## src/rtl/dwr_pkg.sv

```systemverilog
// Shared types, constants and classification for the drawing record walker.
package dwr_pkg;

  localparam int STACK_DEPTH = 10;
  localparam int CNT_W       = $clog2(STACK_DEPTH + 1);
  localparam int IDX_W       = (STACK_DEPTH > 1) ? $clog2(STACK_DEPTH) : 1;
  localparam int CFG_ADDR_W  = 3;
  localparam int IN_W        = 64;
  localparam int OUT_W       = 152;
  localparam int QUEUE_DEPTH = 2;
  localparam int QPTR_W      = (QUEUE_DEPTH > 1) ? $clog2(QUEUE_DEPTH) : 1;
  localparam int QCNT_W      = $clog2(QUEUE_DEPTH + 1);

  localparam logic REG_STREAM_LEN = 1'b0;

  localparam logic [3:0] REC_HDR_BYTES = 4'd8;

  // status codes
  localparam logic [1:0] STS_ACCEPT  = 2'd0;
  localparam logic [1:0] STS_END     = 2'd1;
  localparam logic [1:0] STS_OVERRUN = 2'd2;
  localparam logic [1:0] STS_HALT    = 2'd3;

  // image formats
  localparam logic [3:0] FMT_NONE  = 4'd0;
  localparam logic [3:0] FMT_EMF   = 4'd1;
  localparam logic [3:0] FMT_WMF   = 4'd2;
  localparam logic [3:0] FMT_PICT  = 4'd3;
  localparam logic [3:0] FMT_JPEG  = 4'd4;
  localparam logic [3:0] FMT_PNG   = 4'd5;
  localparam logic [3:0] FMT_DIB   = 4'd6;
  localparam logic [3:0] FMT_TIFF  = 4'd7;
  localparam logic [3:0] FMT_UNSUP = 4'd8;

  localparam logic [15:0] TYPE_PREFIX_MASK = 16'hF000;
  localparam logic [15:0] TYPE_IMG_LO      = 16'hF018;
  localparam logic [15:0] TYPE_IMG_HI      = 16'hF117;
  localparam logic [15:0] TYPE_EMF         = 16'hF01A;
  localparam logic [15:0] TYPE_WMF         = 16'hF01B;
  localparam logic [15:0] TYPE_PICT        = 16'hF01C;
  localparam logic [15:0] TYPE_JPEG        = 16'hF01D;
  localparam logic [15:0] TYPE_PNG         = 16'hF01E;
  localparam logic [15:0] TYPE_DIB         = 16'hF01F;
  localparam logic [15:0] TYPE_TIFF        = 16'hF029;

  localparam logic [11:0] INST_EMF   = 12'h3D4;
  localparam logic [11:0] INST_WMF   = 12'h216;
  localparam logic [11:0] INST_PICT  = 12'h542;
  localparam logic [11:0] INST_JPEG  = 12'h46A;
  localparam logic [11:0] INST_JPEG2 = 12'h6E2;
  localparam logic [11:0] INST_PNG   = 12'h6E0;
  localparam logic [11:0] INST_DIB   = 12'h7A8;
  localparam logic [11:0] INST_TIFF  = 12'h6E4;

  localparam logic [6:0] PFX_NONE  = 7'd0;
  localparam logic [6:0] PFX_RAS1  = 7'd17;
  localparam logic [6:0] PFX_RAS2  = 7'd33;
  localparam logic [6:0] PFX_META1 = 7'd50;
  localparam logic [6:0] PFX_META2 = 7'd66;

  // classified request between front and back
  typedef struct packed {
    logic        cont;
    logic        marker;
    logic [3:0]  fmt;
    logic [6:0]  prefix;
    logic        meta;
    logic [31:0] plen;
    logic [31:0] len;
  } dwr_item_t;

  typedef struct packed {
    logic [4:0]  pad;
    logic [31:0] cpos;
    logic        meta;
    logic [31:0] plen;
    logic [31:0] ppos;
    logic [6:0]  prefix;
    logic [3:0]  fmt;
    logic        cont;
    logic [3:0]  depth;
    logic [31:0] rpos;
    logic [1:0]  status;
  } dwr_result_t;

  typedef struct packed {
    logic full;
    logic empty;
  } dwr_qstat_t;

  function automatic logic [6:0] pick_pfx(input logic [11:0] inst, input logic [11:0] base,
                                          input logic [6:0] p0, input logic [6:0] p1);
    logic [6:0] p;
    p = PFX_NONE;
    if (inst == base) p = p0;
    else if (inst == base + 12'd1) p = p1;
    return p;
  endfunction

endpackage

```

## src/rtl/dwr_queue.sv

```systemverilog
// Short request queue between the classifying front and the walking back end.
module dwr_queue import dwr_pkg::*; (
  input  logic       clk,
  input  logic       rst_n,
  input  logic       push,
  input  dwr_item_t  push_item,
  input  logic       pop,
  output dwr_item_t  head_item,
  output dwr_qstat_t qstat
);

  dwr_item_t           mem_r [QUEUE_DEPTH];
  logic [QPTR_W-1:0]   wr_ptr_r, wr_ptr_nxt;
  logic [QPTR_W-1:0]   rd_ptr_r, rd_ptr_nxt;
  logic [QCNT_W-1:0]   cnt_r, cnt_nxt;

  always_comb begin
    wr_ptr_nxt = wr_ptr_r;
    rd_ptr_nxt = rd_ptr_r;
    cnt_nxt    = cnt_r;
    if (push) begin
      wr_ptr_nxt = (wr_ptr_r == QPTR_W'(QUEUE_DEPTH - 1)) ? '0 : wr_ptr_r + 1'b1;
    end
    if (pop) begin
      rd_ptr_nxt = (rd_ptr_r == QPTR_W'(QUEUE_DEPTH - 1)) ? '0 : rd_ptr_r + 1'b1;
    end
    if (push && !pop) cnt_nxt = cnt_r + 1'b1;
    else if (pop && !push) cnt_nxt = cnt_r - 1'b1;
  end

  always_ff @(posedge clk) begin
    if (!rst_n) begin
      wr_ptr_r <= '0;
      rd_ptr_r <= '0;
      cnt_r    <= '0;
    end else begin
      wr_ptr_r <= wr_ptr_nxt;
      rd_ptr_r <= rd_ptr_nxt;
      cnt_r    <= cnt_nxt;
    end
  end

  always_ff @(posedge clk) begin
    if (push) mem_r[wr_ptr_r] <= push_item;
  end

  assign head_item   = mem_r[rd_ptr_r];
  assign qstat.full  = (cnt_r == QCNT_W'(QUEUE_DEPTH));
  assign qstat.empty = (cnt_r == '0);

endmodule

```

## src/rtl/dwr_front.sv

```systemverilog
// Input side: takes record headers and classifies type, image format and prefix.
module dwr_front import dwr_pkg::*; (
  input  logic            in_tvalid,
  output logic            in_tready,
  input  logic [IN_W-1:0] in_tdata,
  input  dwr_qstat_t      qstat,
  output logic            push,
  output dwr_item_t       push_item
);

  logic [3:0]  version;
  logic [11:0] inst;
  logic [15:0] rtype;
  logic [31:0] len;
  logic [3:0]  fmt;
  logic [6:0]  pfx;
  logic        meta_fmt;

  assign version = in_tdata[3:0];
  assign inst    = in_tdata[15:4];
  assign rtype   = in_tdata[31:16];
  assign len     = in_tdata[63:32];

  always_comb begin
    fmt      = FMT_UNSUP;
    pfx      = PFX_NONE;
    meta_fmt = 1'b0;
    case (rtype)
      TYPE_EMF: begin
        fmt = FMT_EMF;  meta_fmt = 1'b1; pfx = pick_pfx(inst, INST_EMF, PFX_META1, PFX_META2);
      end
      TYPE_WMF: begin
        fmt = FMT_WMF;  meta_fmt = 1'b1; pfx = pick_pfx(inst, INST_WMF, PFX_META1, PFX_META2);
      end
      TYPE_PICT: begin
        fmt = FMT_PICT; meta_fmt = 1'b1; pfx = pick_pfx(inst, INST_PICT, PFX_META1, PFX_META2);
      end
      TYPE_JPEG: begin
        fmt = FMT_JPEG;
        pfx = pick_pfx(inst, INST_JPEG, PFX_RAS1, PFX_RAS2);
        if (pfx == PFX_NONE) pfx = pick_pfx(inst, INST_JPEG2, PFX_RAS1, PFX_RAS2);
      end
      TYPE_PNG: begin
        fmt = FMT_PNG;  pfx = pick_pfx(inst, INST_PNG, PFX_RAS1, PFX_RAS2);
      end
      TYPE_DIB: begin
        fmt = FMT_DIB;  pfx = pick_pfx(inst, INST_DIB, PFX_RAS1, PFX_RAS2);
      end
      TYPE_TIFF: begin
        fmt = FMT_TIFF; pfx = pick_pfx(inst, INST_TIFF, PFX_RAS1, PFX_RAS2);
      end
      default: begin
        fmt = FMT_UNSUP;
      end
    endcase
  end

  always_comb begin
    push_item.cont   = (version == 4'hF);
    push_item.marker = ((rtype & TYPE_PREFIX_MASK) != TYPE_PREFIX_MASK);
    push_item.len    = len;
    push_item.fmt    = FMT_NONE;
    push_item.prefix = PFX_NONE;
    push_item.meta   = 1'b0;
    push_item.plen   = '0;
    if (rtype >= TYPE_IMG_LO && rtype <= TYPE_IMG_HI) begin
      if (pfx == PFX_NONE) begin
        push_item.fmt = FMT_UNSUP;
      end else begin
        push_item.fmt    = fmt;
        push_item.prefix = pfx;
        push_item.meta   = meta_fmt;
        push_item.plen   = (len > 32'(pfx)) ? len - 32'(pfx) : '0;
      end
    end
  end

  assign in_tready = !qstat.full;
  assign push      = in_tvalid && in_tready;

endmodule

```

## src/rtl/dwr_back.sv

```systemverilog
// Back end: pops ended containers, checks bounds, advances position, builds results.
module dwr_back import dwr_pkg::*; (
  input  logic             clk,
  input  logic             rst_n,
  input  logic [31:0]      stream_len,
  input  dwr_item_t        head_item,
  input  dwr_qstat_t       qstat,
  output logic             pop,
  output logic             out_tvalid,
  input  logic             out_tready,
  output logic [OUT_W-1:0] out_tdata
);

  typedef enum logic [1:0] {
    ST_POP  = 2'b01,
    ST_EXEC = 2'b10
  } state_t;

  state_t          state_r, state_nxt;
  logic [31:0]     pos_r, pos_nxt;
  logic            halted_r, halted_nxt;
  logic [CNT_W-1:0] cnt_r, cnt_nxt;
  logic [31:0]     stack_r [STACK_DEPTH];
  logic            out_valid_r, out_valid_nxt;
  dwr_result_t     res_r, res_nxt;

  logic            top_ended;
  logic            exhausted;
  logic [32:0]     end_pos;
  logic            overrun;
  logic            fire;
  logic            push_en;
  logic [IDX_W-1:0] top_idx;

  assign top_idx   = IDX_W'(cnt_r - 1'b1);
  assign top_ended = (cnt_r != '0) && (pos_r >= stack_r[top_idx]);
  assign exhausted = (stream_len < 32'(REC_HDR_BYTES)) ||
                     (pos_r >= stream_len - 32'(REC_HDR_BYTES));
  assign end_pos   = {1'b0, pos_r} + 33'(REC_HDR_BYTES) + {1'b0, head_item.len};
  assign overrun   = end_pos > {1'b0, stream_len};
  assign fire      = (state_r == ST_EXEC) && (!out_valid_r || out_tready);
  assign pop       = fire;

  always_comb begin
    state_nxt     = state_r;
    pos_nxt       = pos_r;
    halted_nxt    = halted_r;
    cnt_nxt       = cnt_r;
    push_en       = 1'b0;
    out_valid_nxt = out_valid_r && !out_tready;
    res_nxt       = res_r;
    case (state_r)
      ST_POP: begin
        if (!qstat.empty) begin
          if (!halted_r && top_ended) cnt_nxt = cnt_r - 1'b1;
          else state_nxt = ST_EXEC;
        end
      end
      ST_EXEC: begin
        if (fire) begin
          state_nxt     = ST_POP;
          out_valid_nxt = 1'b1;
          res_nxt       = '0;
          res_nxt.rpos  = pos_r;
          res_nxt.depth = 4'(cnt_r);
          if (halted_r) begin
            res_nxt.status = STS_HALT;
          end else if (exhausted) begin
            res_nxt.status = STS_HALT;
            halted_nxt     = 1'b1;
          end else begin
            res_nxt.cont = head_item.cont;
            if (head_item.marker) begin
              res_nxt.status = STS_END;
              halted_nxt     = 1'b1;
            end else if (overrun) begin
              res_nxt.status = STS_OVERRUN;
              halted_nxt     = 1'b1;
            end else begin
              res_nxt.status = STS_ACCEPT;
              if (head_item.cont) begin
                pos_nxt = pos_r + 32'(REC_HDR_BYTES);
                if (cnt_r < CNT_W'(STACK_DEPTH)) begin
                  push_en = 1'b1;
                  cnt_nxt = cnt_r + 1'b1;
                end
              end else begin
                pos_nxt = end_pos[31:0];
              end
              res_nxt.fmt    = head_item.fmt;
              res_nxt.prefix = head_item.prefix;
              res_nxt.plen   = head_item.plen;
              res_nxt.meta   = head_item.meta;
              if (head_item.prefix != PFX_NONE) begin
                res_nxt.ppos = pos_r + 32'(REC_HDR_BYTES) + 32'(head_item.prefix);
              end
              if (head_item.meta) begin
                res_nxt.cpos = pos_r + 32'(REC_HDR_BYTES) + 32'(head_item.prefix) - 32'd2;
              end
            end
          end
        end
      end
      default: begin
        state_nxt = ST_POP;
      end
    endcase
  end

  always_ff @(posedge clk) begin
    if (!rst_n) begin
      state_r     <= ST_POP;
      pos_r       <= '0;
      halted_r    <= 1'b0;
      cnt_r       <= '0;
      out_valid_r <= 1'b0;
    end else begin
      state_r     <= state_nxt;
      pos_r       <= pos_nxt;
      halted_r    <= halted_nxt;
      cnt_r       <= cnt_nxt;
      out_valid_r <= out_valid_nxt;
    end
  end

  always_ff @(posedge clk) begin
    res_r <= res_nxt;
    if (push_en) stack_r[IDX_W'(cnt_r)] <= end_pos[31:0];
  end

  assign out_tvalid = out_valid_r;
  assign out_tdata  = res_r;

endmodule

```

## src/rtl/drawing_record_walker_top.sv

```systemverilog
// Top level of the drawing record walker: config register, front, queue and back end.
//
// Channel   Direction  Handshake              Payload
// in_       slave      in_tvalid/in_tready    record header, 64 bits
// out_      master     out_tvalid/out_tready  result, 152 bits
// cfg_      APB        psel/penable/pready    stream_length at address 0
//
// Each request goes through the back end's ST_POP, popping ended containers, then ST_EXEC.
// The pop loop over the container stack sets the rate; the front classifies in the
// cycle of acceptance and a two-entry queue lets the input keep flowing.
// rst_n is synchronous, active low; it clears position, halted flag, stack count and
// stream_length. Output stalls hold the result register; the queue absorbs input.
module drawing_record_walker_top import dwr_pkg::*; (
  input  logic                  clk,
  input  logic                  rst_n,
  input  logic                  in_tvalid,
  output logic                  in_tready,
  input  logic [IN_W-1:0]       in_tdata,   // version[3:0], instance_req[15:4],
                                            // record_type[31:16], record_length[63:32]
  output logic                  out_tvalid,
  input  logic                  out_tready,
  output logic [OUT_W-1:0]      out_tdata,  // status[1:0], header_pos[33:2], depth[37:34],
                                            // container_flag[38], blip_format[42:39],
                                            // prefix_bytes[49:43], payload_pos[81:50],
                                            // payload_len[113:82], metafile_header[114],
                                            // compression_byte_pos[146:115], zero[151:147]
  input  logic                  cfg_psel,
  input  logic                  cfg_penable,
  input  logic                  cfg_pwrite,
  input  logic [CFG_ADDR_W-1:0] cfg_paddr,
  input  logic [31:0]           cfg_pwdata,
  output logic [31:0]           cfg_prdata,
  output logic                  cfg_pready
);

  logic [31:0] stream_len_r;
  logic        cfg_hit;
  logic        push;
  logic        pop;
  dwr_item_t   push_item;
  dwr_item_t   head_item;
  dwr_qstat_t  qstat;

  assign cfg_pready = 1'b1;
  assign cfg_hit    = (cfg_paddr[2] == REG_STREAM_LEN);
  assign cfg_prdata = cfg_hit ? stream_len_r : '0;

  always_ff @(posedge clk) begin
    if (!rst_n) begin
      stream_len_r <= '0;
    end else if (cfg_psel && cfg_penable && cfg_pwrite && cfg_pready && cfg_hit) begin
      stream_len_r <= cfg_pwdata;
    end
  end

  dwr_front u_front (
    .in_tvalid (in_tvalid),
    .in_tready (in_tready),
    .in_tdata  (in_tdata),
    .qstat     (qstat),
    .push      (push),
    .push_item (push_item)
  );

  dwr_queue u_queue (
    .clk       (clk),
    .rst_n     (rst_n),
    .push      (push),
    .push_item (push_item),
    .pop       (pop),
    .head_item (head_item),
    .qstat     (qstat)
  );

  dwr_back u_back (
    .clk        (clk),
    .rst_n      (rst_n),
    .stream_len (stream_len_r),
    .head_item  (head_item),
    .qstat      (qstat),
    .pop        (pop),
    .out_tvalid (out_tvalid),
    .out_tready (out_tready),
    .out_tdata  (out_tdata)
  );

endmodule

```

## config.mk

```make
export PLATFORM = sky130hd
export DESIGN_NAME = drawing_record_walker_top
export DESIGN_NICKNAME = d
export VERILOG_FILES = /design/src/rtl/dwr_pkg.sv /design/src/rtl/dwr_queue.sv /design/src/rtl/dwr_front.sv /design/src/rtl/dwr_back.sv /design/src/rtl/drawing_record_walker_top.sv
export SDC_FILE = /design/constraint.sdc
export NUM_CORES = 1
export LEC_CHECK = 0
export BUFFER_PORTS_ARGS = -buffer_cell sky130_fd_sc_hd__buf_2
export CORE_MARGIN = 5
export CORE_UTILIZATION = 45
export DETAILED_ROUTE_END_ITERATION = 6
export REMOVE_ABC_BUFFERS = 1
export SLEW_MARGIN = 30
export SYNTH_ARGS = -nofsm -noshare
export SYNTH_HDL_FRONTEND = slang
export SYNTH_SLANG_ARGS = --single-unit
```

## constraint.sdc

```tcl
create_clock -name clk -period 8.8 [get_ports clk]
set_input_delay 0.88 -clock clk [delete_from_list [all_inputs] [get_ports clk]]
set_output_delay 0.88 -clock clk [all_outputs]
set_load 0.02 [all_outputs]
```

==> impl_metrics.tcl, run 1 <==
set metrics [dict create \
    status "finished with violations" \
    violations "design-rule violations" \
    setup_ws_ns 0.806 \
    slowest_delay_ns 0.59 \
    required_ns 9.08 \
    drive_gt1_share_pct 22.0 \
    synth_cell_types 97 \
    cts_resized 0 \
    dp_hpwl_microns 69200 \
    yosysWarnings 0 \
    synth_edf_count 617 \
    wl_per_cell_microns 23.8 \
    cp_max_fo 32 \
    ys_seq_area_share_pct 57.9 \
    ctsHoldBuffers 0 \
    rows 101 \
    yosys.area_share.adder_pct 6.56 \
    slew_violations 0 \
    cts.sinks 694 \
    tightestPinTransition_ns 1.04 \
    grt_max_degree 99 \
    clk_path_buf_depth 3 \
    synth.cell_area_sq_um 34700 \
    start_util_pct 45.5 \
    clkTransAtPathRegs_ns 0.06 \
    yosys.area_share.simple_pct 11.8 \
    async_flop_share_pct 0 \
    drcViolationCount 4 \
    synth_top_cell_by_area "edfxtp_1" \
    total_leakage_power_nw 14.7 \
    grt_pass1_wl_microns 147000 \
    overflow 0 \
    path_delay_family "simple AND/OR/NAND/NOR gates" \
    synth_mux_area_share_pct 8.88 \
    ys_ff_latch 694 \
    postSynthCellCount 2735 \
    post-route-min-period_ns 7.99 \
    fin_cells 4159 \
    gp_congestion 0.887 \
    vias 23930 \
    cts_buffers 77 \
    place.port_buffers 282 \
    via_per_inst 5.75 \
    drt_iter0_drc 1891 \
    core_area_sq_um 76200 \
    nNetsFinal 3351 \
    setup_viol 0 \
    antenna_found_initial 2 \
    postSynthAreaPerCell_sq_um 12.7 \
    area_delta_synth_final_pct 16.7 \
    worst-path-buf-inv 3 \
    first_pass_iters 7 \
    slew_headroom_pct 29.9 \
    grt_pass1_vias 24011 \
    irDropWorstVdd_uv 127 \
    die_h_microns 288 \
    fillers 6367 \
    ys.flop_type "edfxtp_1" \
    dp_cells 4015 \
    cts_tree "built" \
    hold_path.class "register to register" \
    die-area_sq_um 82700 \
    die_x_microns 288 \
    power.total_mw 8.29 \
    cts.repair_timing.setup_buffer_count 0 \
    slowest_stage "dfxtp_4" \
    fin_skew_ns 0.0222 \
    synthXorXnorAreaFrac_pct 4.01 \
    arrival_ns 8.28 \
    synth_top_area_share_pct 53.4 \
    max_freq_mhz 125 \
    dpl_worst_slack_ns 0.986 \
    max-cap-violations 0 \
    finalInstanceArea_sq_um 40500 \
    io_pins 293 \
    setup-tns-final_ns 0 \
    seqCellArea_sq_um 20100 \
    place_area_sq_um 37800 \
    cp-start-kind "register" \
    endpoint_kind "register" \
    powerDensity_nw_per_um2 205 \
    worst-r2r-setup-slack_ns 0.81 \
    worstSetupPathType "register to register" \
    htreeDepth 3 \
    synth_top_family_by_area "simple AND/OR/NAND/NOR gates" \
    period_share_pct 90.8 \
    root_buffer "clkbuf_16" \
    grt_util_all_layers_pct 23.5 \
    multi_input_area_sq_um 13800 \
    rsz0062_at_grt "no" \
    clk_latency_ns 0.62 \
    synth_compound_area_share_pct 8.22 \
    postRouteAntennaNets 0 \
    finalHoldViolations 0 \
    routed_wl_microns 99000 \
    netlist_top_cells_area "edfxtp_1 53%, ha_1 6.4%, dfxtp_1 4.4%, mux4_2 4.2%, nor2_1 2.8%" \
]
-- per-layer routing --
layer	share of wire (%)	track usage [%]
met3	6.7	3.85
met1	42	31.7
met2	47	38.7
met5	0	0
met4	3.7	8.58
-- synth_stat cells (10+ instances only) --
library cell  instances
a21o_1               46
xor2_1               51
nor2_1              262
o21bai_1             14
mux2i_1              84
nor4_1               43
a21oi_1             139
mux2_2               71
nand2_1             198
or3_1                19
ha_1                177
nand4_1              38
buf_1                14
inv_1                87
and2_1               19
o31ai_1              16
clkbuf_1             86
and3_1               10
o211ai_1             12
buf_4                10
o21a_1               12
mux4_2               64
nor2b_1              20
a31oi_1              23
nor3_1               65
edfxtp_1            617
xnor2_1             106
nand2b_1             19
or2_2                10
nand3_1              54
dfxtp_1              77
o21ai_0              81
-- final cells by class --
cell class | count | share of cell area, %
Timing Repair Buffer | 372 | 5.62
Sequential cell | 694 | 49.6
Clock buffer | 92 | 5.13
Tap cell | 1030 | 3.18
Clock inverter | 49 | 1.50
Inverter | 87 | 0.819
Antenna cell | 2 | 0.0124
Multi-Input combinational cell | 1833 | 34.2
-- logic make-up after synthesis --
kind of cell	Yosys count
adders and majority gates	180
buffers and inverters	214
and+or+nand+nor	830
other	2
muxes	219
xor gates and xnor gates	158
AOI/OAI and AO/OA	438
DFF	694
-- power by group --
part	internal [mW]	switching (mW)
Clock	2.08	1.33
Sequential	3.79	0.0444
Combinational	0.351	0.697
-- through the flow --
stage	util [%]	hold slack, ns
2_1_floorplan	-	0.436
3_3_place_gp	49.4	0.443
3_5_place_dp	49.6	0.448
4_1_cts	53.1	0.459
5_1_grt	53.1	0.482
6_report	53.1	0.454
-- registers in the layout, indices dropped and copies added, names as in the netlist, named ones only --
signal and flops:
u_queue.wr_ptr_r 1, u_back.halted_r 1, u_back.cnt_r 4, u_back.out_tdata 145, u_queue.rd_ptr_r 1, stream_len_r 32, u_back.out_tvalid 1, u_back.state_r 2
u_queue.cnt_r 2, u_back.pos_r 32, u_queue.mem_r 152, u_back.stack_r 320
-- final timing paths --
kind	cells past startpoint	startpoint	endpoint
hold / removal	2	stream_len_r[1]$_SDFFE_PN0P_	stream_len_r[1]$_SDFFE_PN0P_
setup / recovery	27	register	u_back.stack_r[4][10]$_DFFE_PP_
setup reg to reg	27	register	u_back.stack_r[4][10]$_DFFE_PP_
hold reg to reg	2	stream_len_r[1]$_SDFFE_PN0P_	stream_len_r[1]$_SDFFE_PN0P_
-- worst reg2reg max path, delay by kind of cell (launching register included) --
| family | cells | cell delay, ns |
|---|---|---|
| buf+inv | 3 | 0.55 |
| xor+xnor | 1 | 0.18 |
| compound gates | 7 | 1.92 |
| mux | 2 | 0.57 |
| fa+ha+maj | 4 | 0.99 |
| simple gates | 10 | 2.84 |
| flops | 1 | 0.59 |
-- layout by cell type (no fill, tap or decap), types with 10 or more instances in the layout --
cell	netlist	routed
xnor2_1	106	104
xor2_1	51	49
o21a_1	12	12
nor3_1	65	65
a21oi_1	139	139
and2_1	19	19
buf_12	0	12
inv_1	87	85
mux2_2	71	71
nor2_1	262	261
a21o_1	46	46
or2_2	10	10
clkinv_2	0	13
nand2b_1	19	19
dfxtp_1	77	75
or3_1	19	19
o31ai_1	16	16
o211ai_1	12	12
nand3_1	54	54
o21bai_1	14	14
edfxtp_1	617	617
buf_2	5	282
mux4_2	64	64
mux2i_1	84	81
a31oi_1	23	23
nor4_1	43	42
nor2b_1	20	20
o21ai_0	81	81
clkinv_1	0	14
nand2_1	198	198
nand4_1	38	38
ha_1	177	176
clkbuf_16	0	80
buf_4	10	74
bufinv_16	0	13
Power figures use the tool's default switching activity.
==> inputs of run 2 (changes only) <==
==> constraint.sdc (replaced) <==
create_clock -name clk -period 8.8 [get_ports clk]
set_input_delay 0.44 -clock clk [delete_from_list [all_inputs] [get_ports clk]]
set_output_delay 0.44 -clock clk [all_outputs]
set_load 0.02 [all_outputs]
==> run 2 against run 1 <==
  * The flow now finishes without violations
  * Sequential cell count did not move
  * Cell count barely moved
  * Sequential power barely moved
  * Final area fell by 0.31%
  * Non-clock buffer count fell by 2
  * Largest cell class unchanged
==> impl_metrics.tcl, run 2 (synthesized netlist as in run 1, its figures left out) <==
set metrics [dict create \
    start_util_pct 45.5 \
    max-cap-violations 0 \
    hold_start "cfg_pwdata[24]" \
    grt_pass1_vias 23720 \
    seq_power_share_pct 46.9 \
    cts.sinks 694 \
    period_share_pct 88.9 \
    final_common_cell "edfxtp_1" \
    wl_per_cell_microns 23.6 \
    die-area_sq_um 82700 \
    finalHoldViolations 0 \
    n_antenna_cell 0 \
    via_per_inst 5.76 \
    overflow 0 \
    post-route-min-period_ns 7.83 \
    htreeDepth 3 \
    tightestPinTransition_ns 0.958 \
    slew_headroom_pct 35.7 \
    p_int_mw 6.12 \
    root_buffer "clkbuf_16" \
    top_register "u_back.stack_r" \
    antenna_found_initial 6 \
    drcViolationCount 0 \
    cts.repair_timing.setup_buffer_count 0 \
    power.total_mw 8.18 \
    ctsHoldBuffers 0 \
    area_delta_synth_final_pct 16.4 \
    pwr-share-comb_pct 12.7 \
    arrival_ns 8.12 \
    clkPwrFrac_pct 40.4 \
    rsz0062_at_grt "no" \
    die_h_microns 288 \
    die_x_microns 288 \
    required_ns 9.09 \
    hold_path.class "input port to register" \
    total_leakage_power_nw 14.6 \
    routed_wl_microns 98000 \
    layout_common_cells "617 x edfxtp_1, 282 x buf_2, 261 x nor2_1" \
    postRouteAntennaNets 0 \
    power.switching_mw 2.06 \
    grt_pass1_wl_microns 146000 \
    worstSetupPathType "register to register" \
    place.port_buffers 282 \
    rows 101 \
    fin_util_pct 53.0 \
    endpoint_kind "register" \
    slew_violations 0 \
    max_freq_mhz 128 \
    io_pins 293 \
    fin_skew_ns 0.0285 \
    cts_buffers 77 \
    cp_max_fo 32 \
    largest_register_ffs 320 \
    cts_resized 0 \
    status "finished clean" \
    dp_hpwl_microns 68800 \
    setup_viol 0 \
    irDropWorstVdd_uv 135 \
    nNetsFinal 3349 \
    drive_gt1_share_pct 21.9 \
    worst-r2r-setup-slack_ns 0.97 \
    core_area_sq_um 76200 \
    place_area_sq_um 37700 \
    vias 23928 \
    cts_tree "built" \
    gp_congestion 0.945 \
    clk_latency_ns 0.63 \
    sw_frac_of_total_pct 25.2 \
    grt_max_degree 85 \
    cp-start-kind "register" \
    drt_iter0_drc 1985 \
    hold-worst-slack_ns 0.0558 \
    grt_util_all_layers_pct 23.2 \
    clkTransAtPathRegs_ns 0.06 \
    first_pass_iters 5 \
    clk_path_buf_depth 3 \
    powerDensity_nw_per_um2 203 \
    finalInstanceArea_sq_um 40400 \
]
## run 2: area by class of cell
class                      count  area (sq um)
multi-input combinational   1833         13800
fill                        6451         35800
inverter                      87           332
clock inverter                45           548
clock buffer                  98          2080
sequential                   694         20100
tap                         1030          1290
timing repair buffer         370          2220
## run 2: metal layers
metal  share of wire [%]  vias up  global-route usage [%]  wire length, microns
met4                 2.8        0                    6.98                  2740
met3                 6.6      156                    3.80                  6480
met5                   0        -                       0                     0
li1                    -    10997                       -                     -
met1                  43    11931                    31.5                 41800
met2                  48      844                    38.7                 47000
## run 2: path summary, 6_finish.rpt
| kind | endpoint | cells after the start |
|---|---|---|
| setup reg to reg | u_back.stack_r[1][1]$_DFFE_PP_ | 25 |
| hold / removal | stream_len_r[24]$_SDFFE_PN0P_ | 3 |
| setup / recovery | u_back.stack_r[1][1]$_DFFE_PP_ | 25 |
| hold reg to reg | stream_len_r[13]$_SDFFE_PN0P_ | 2 |
## run 2: stage by stage
stage,TNS [ns],instances,worst slack (ns)
2_1_floorplan,-495.00,2614,-1.33
3_3_place_gp,0,4012,1.14
3_5_place_dp,0,4013,1.10
4_1_cts,0,4156,1.06
5_1_grt,0,4157,0.457
6_report,0,4157,0.973
## run 2: worst max-delay path: stages, from the launching register on
cell	delay, ns
dfxtp_4	0.62
mux2_2	0.43
ha_1	0.29
ha_1	0.45
and3_1	0.23
nand3_1	0.12
nor3_1	0.49
o21ai_0	0.35
a311oi_1	0.56
o21ai_0	0.23
nand2b_1	0.11
a21oi_1	0.08
xnor2_1	0.15
buf_4	0.18
ha_1	0.30
and4_1	0.20
nand3_1	0.10
nor2_1	0.19
nand3_1	0.13
or4_1	0.55
o221a_2	0.21
nor4_1	0.39
mux2i_4	0.16
nor4_1	0.41
and2_1	0.26
buf_12	0.27
## run 2: power groups by stage
stage	combinational, mW	clock (mW)	sequential [mW]
2_1_floorplan	0.584	0	3.94
3_3_place_gp	0.985	0	3.90
3_5_place_dp	1.02	0	3.90
4_1_cts	1.03	3.37	3.84
5_1_grt	1.13	3.52	3.85
6_report	1.04	3.30	3.84
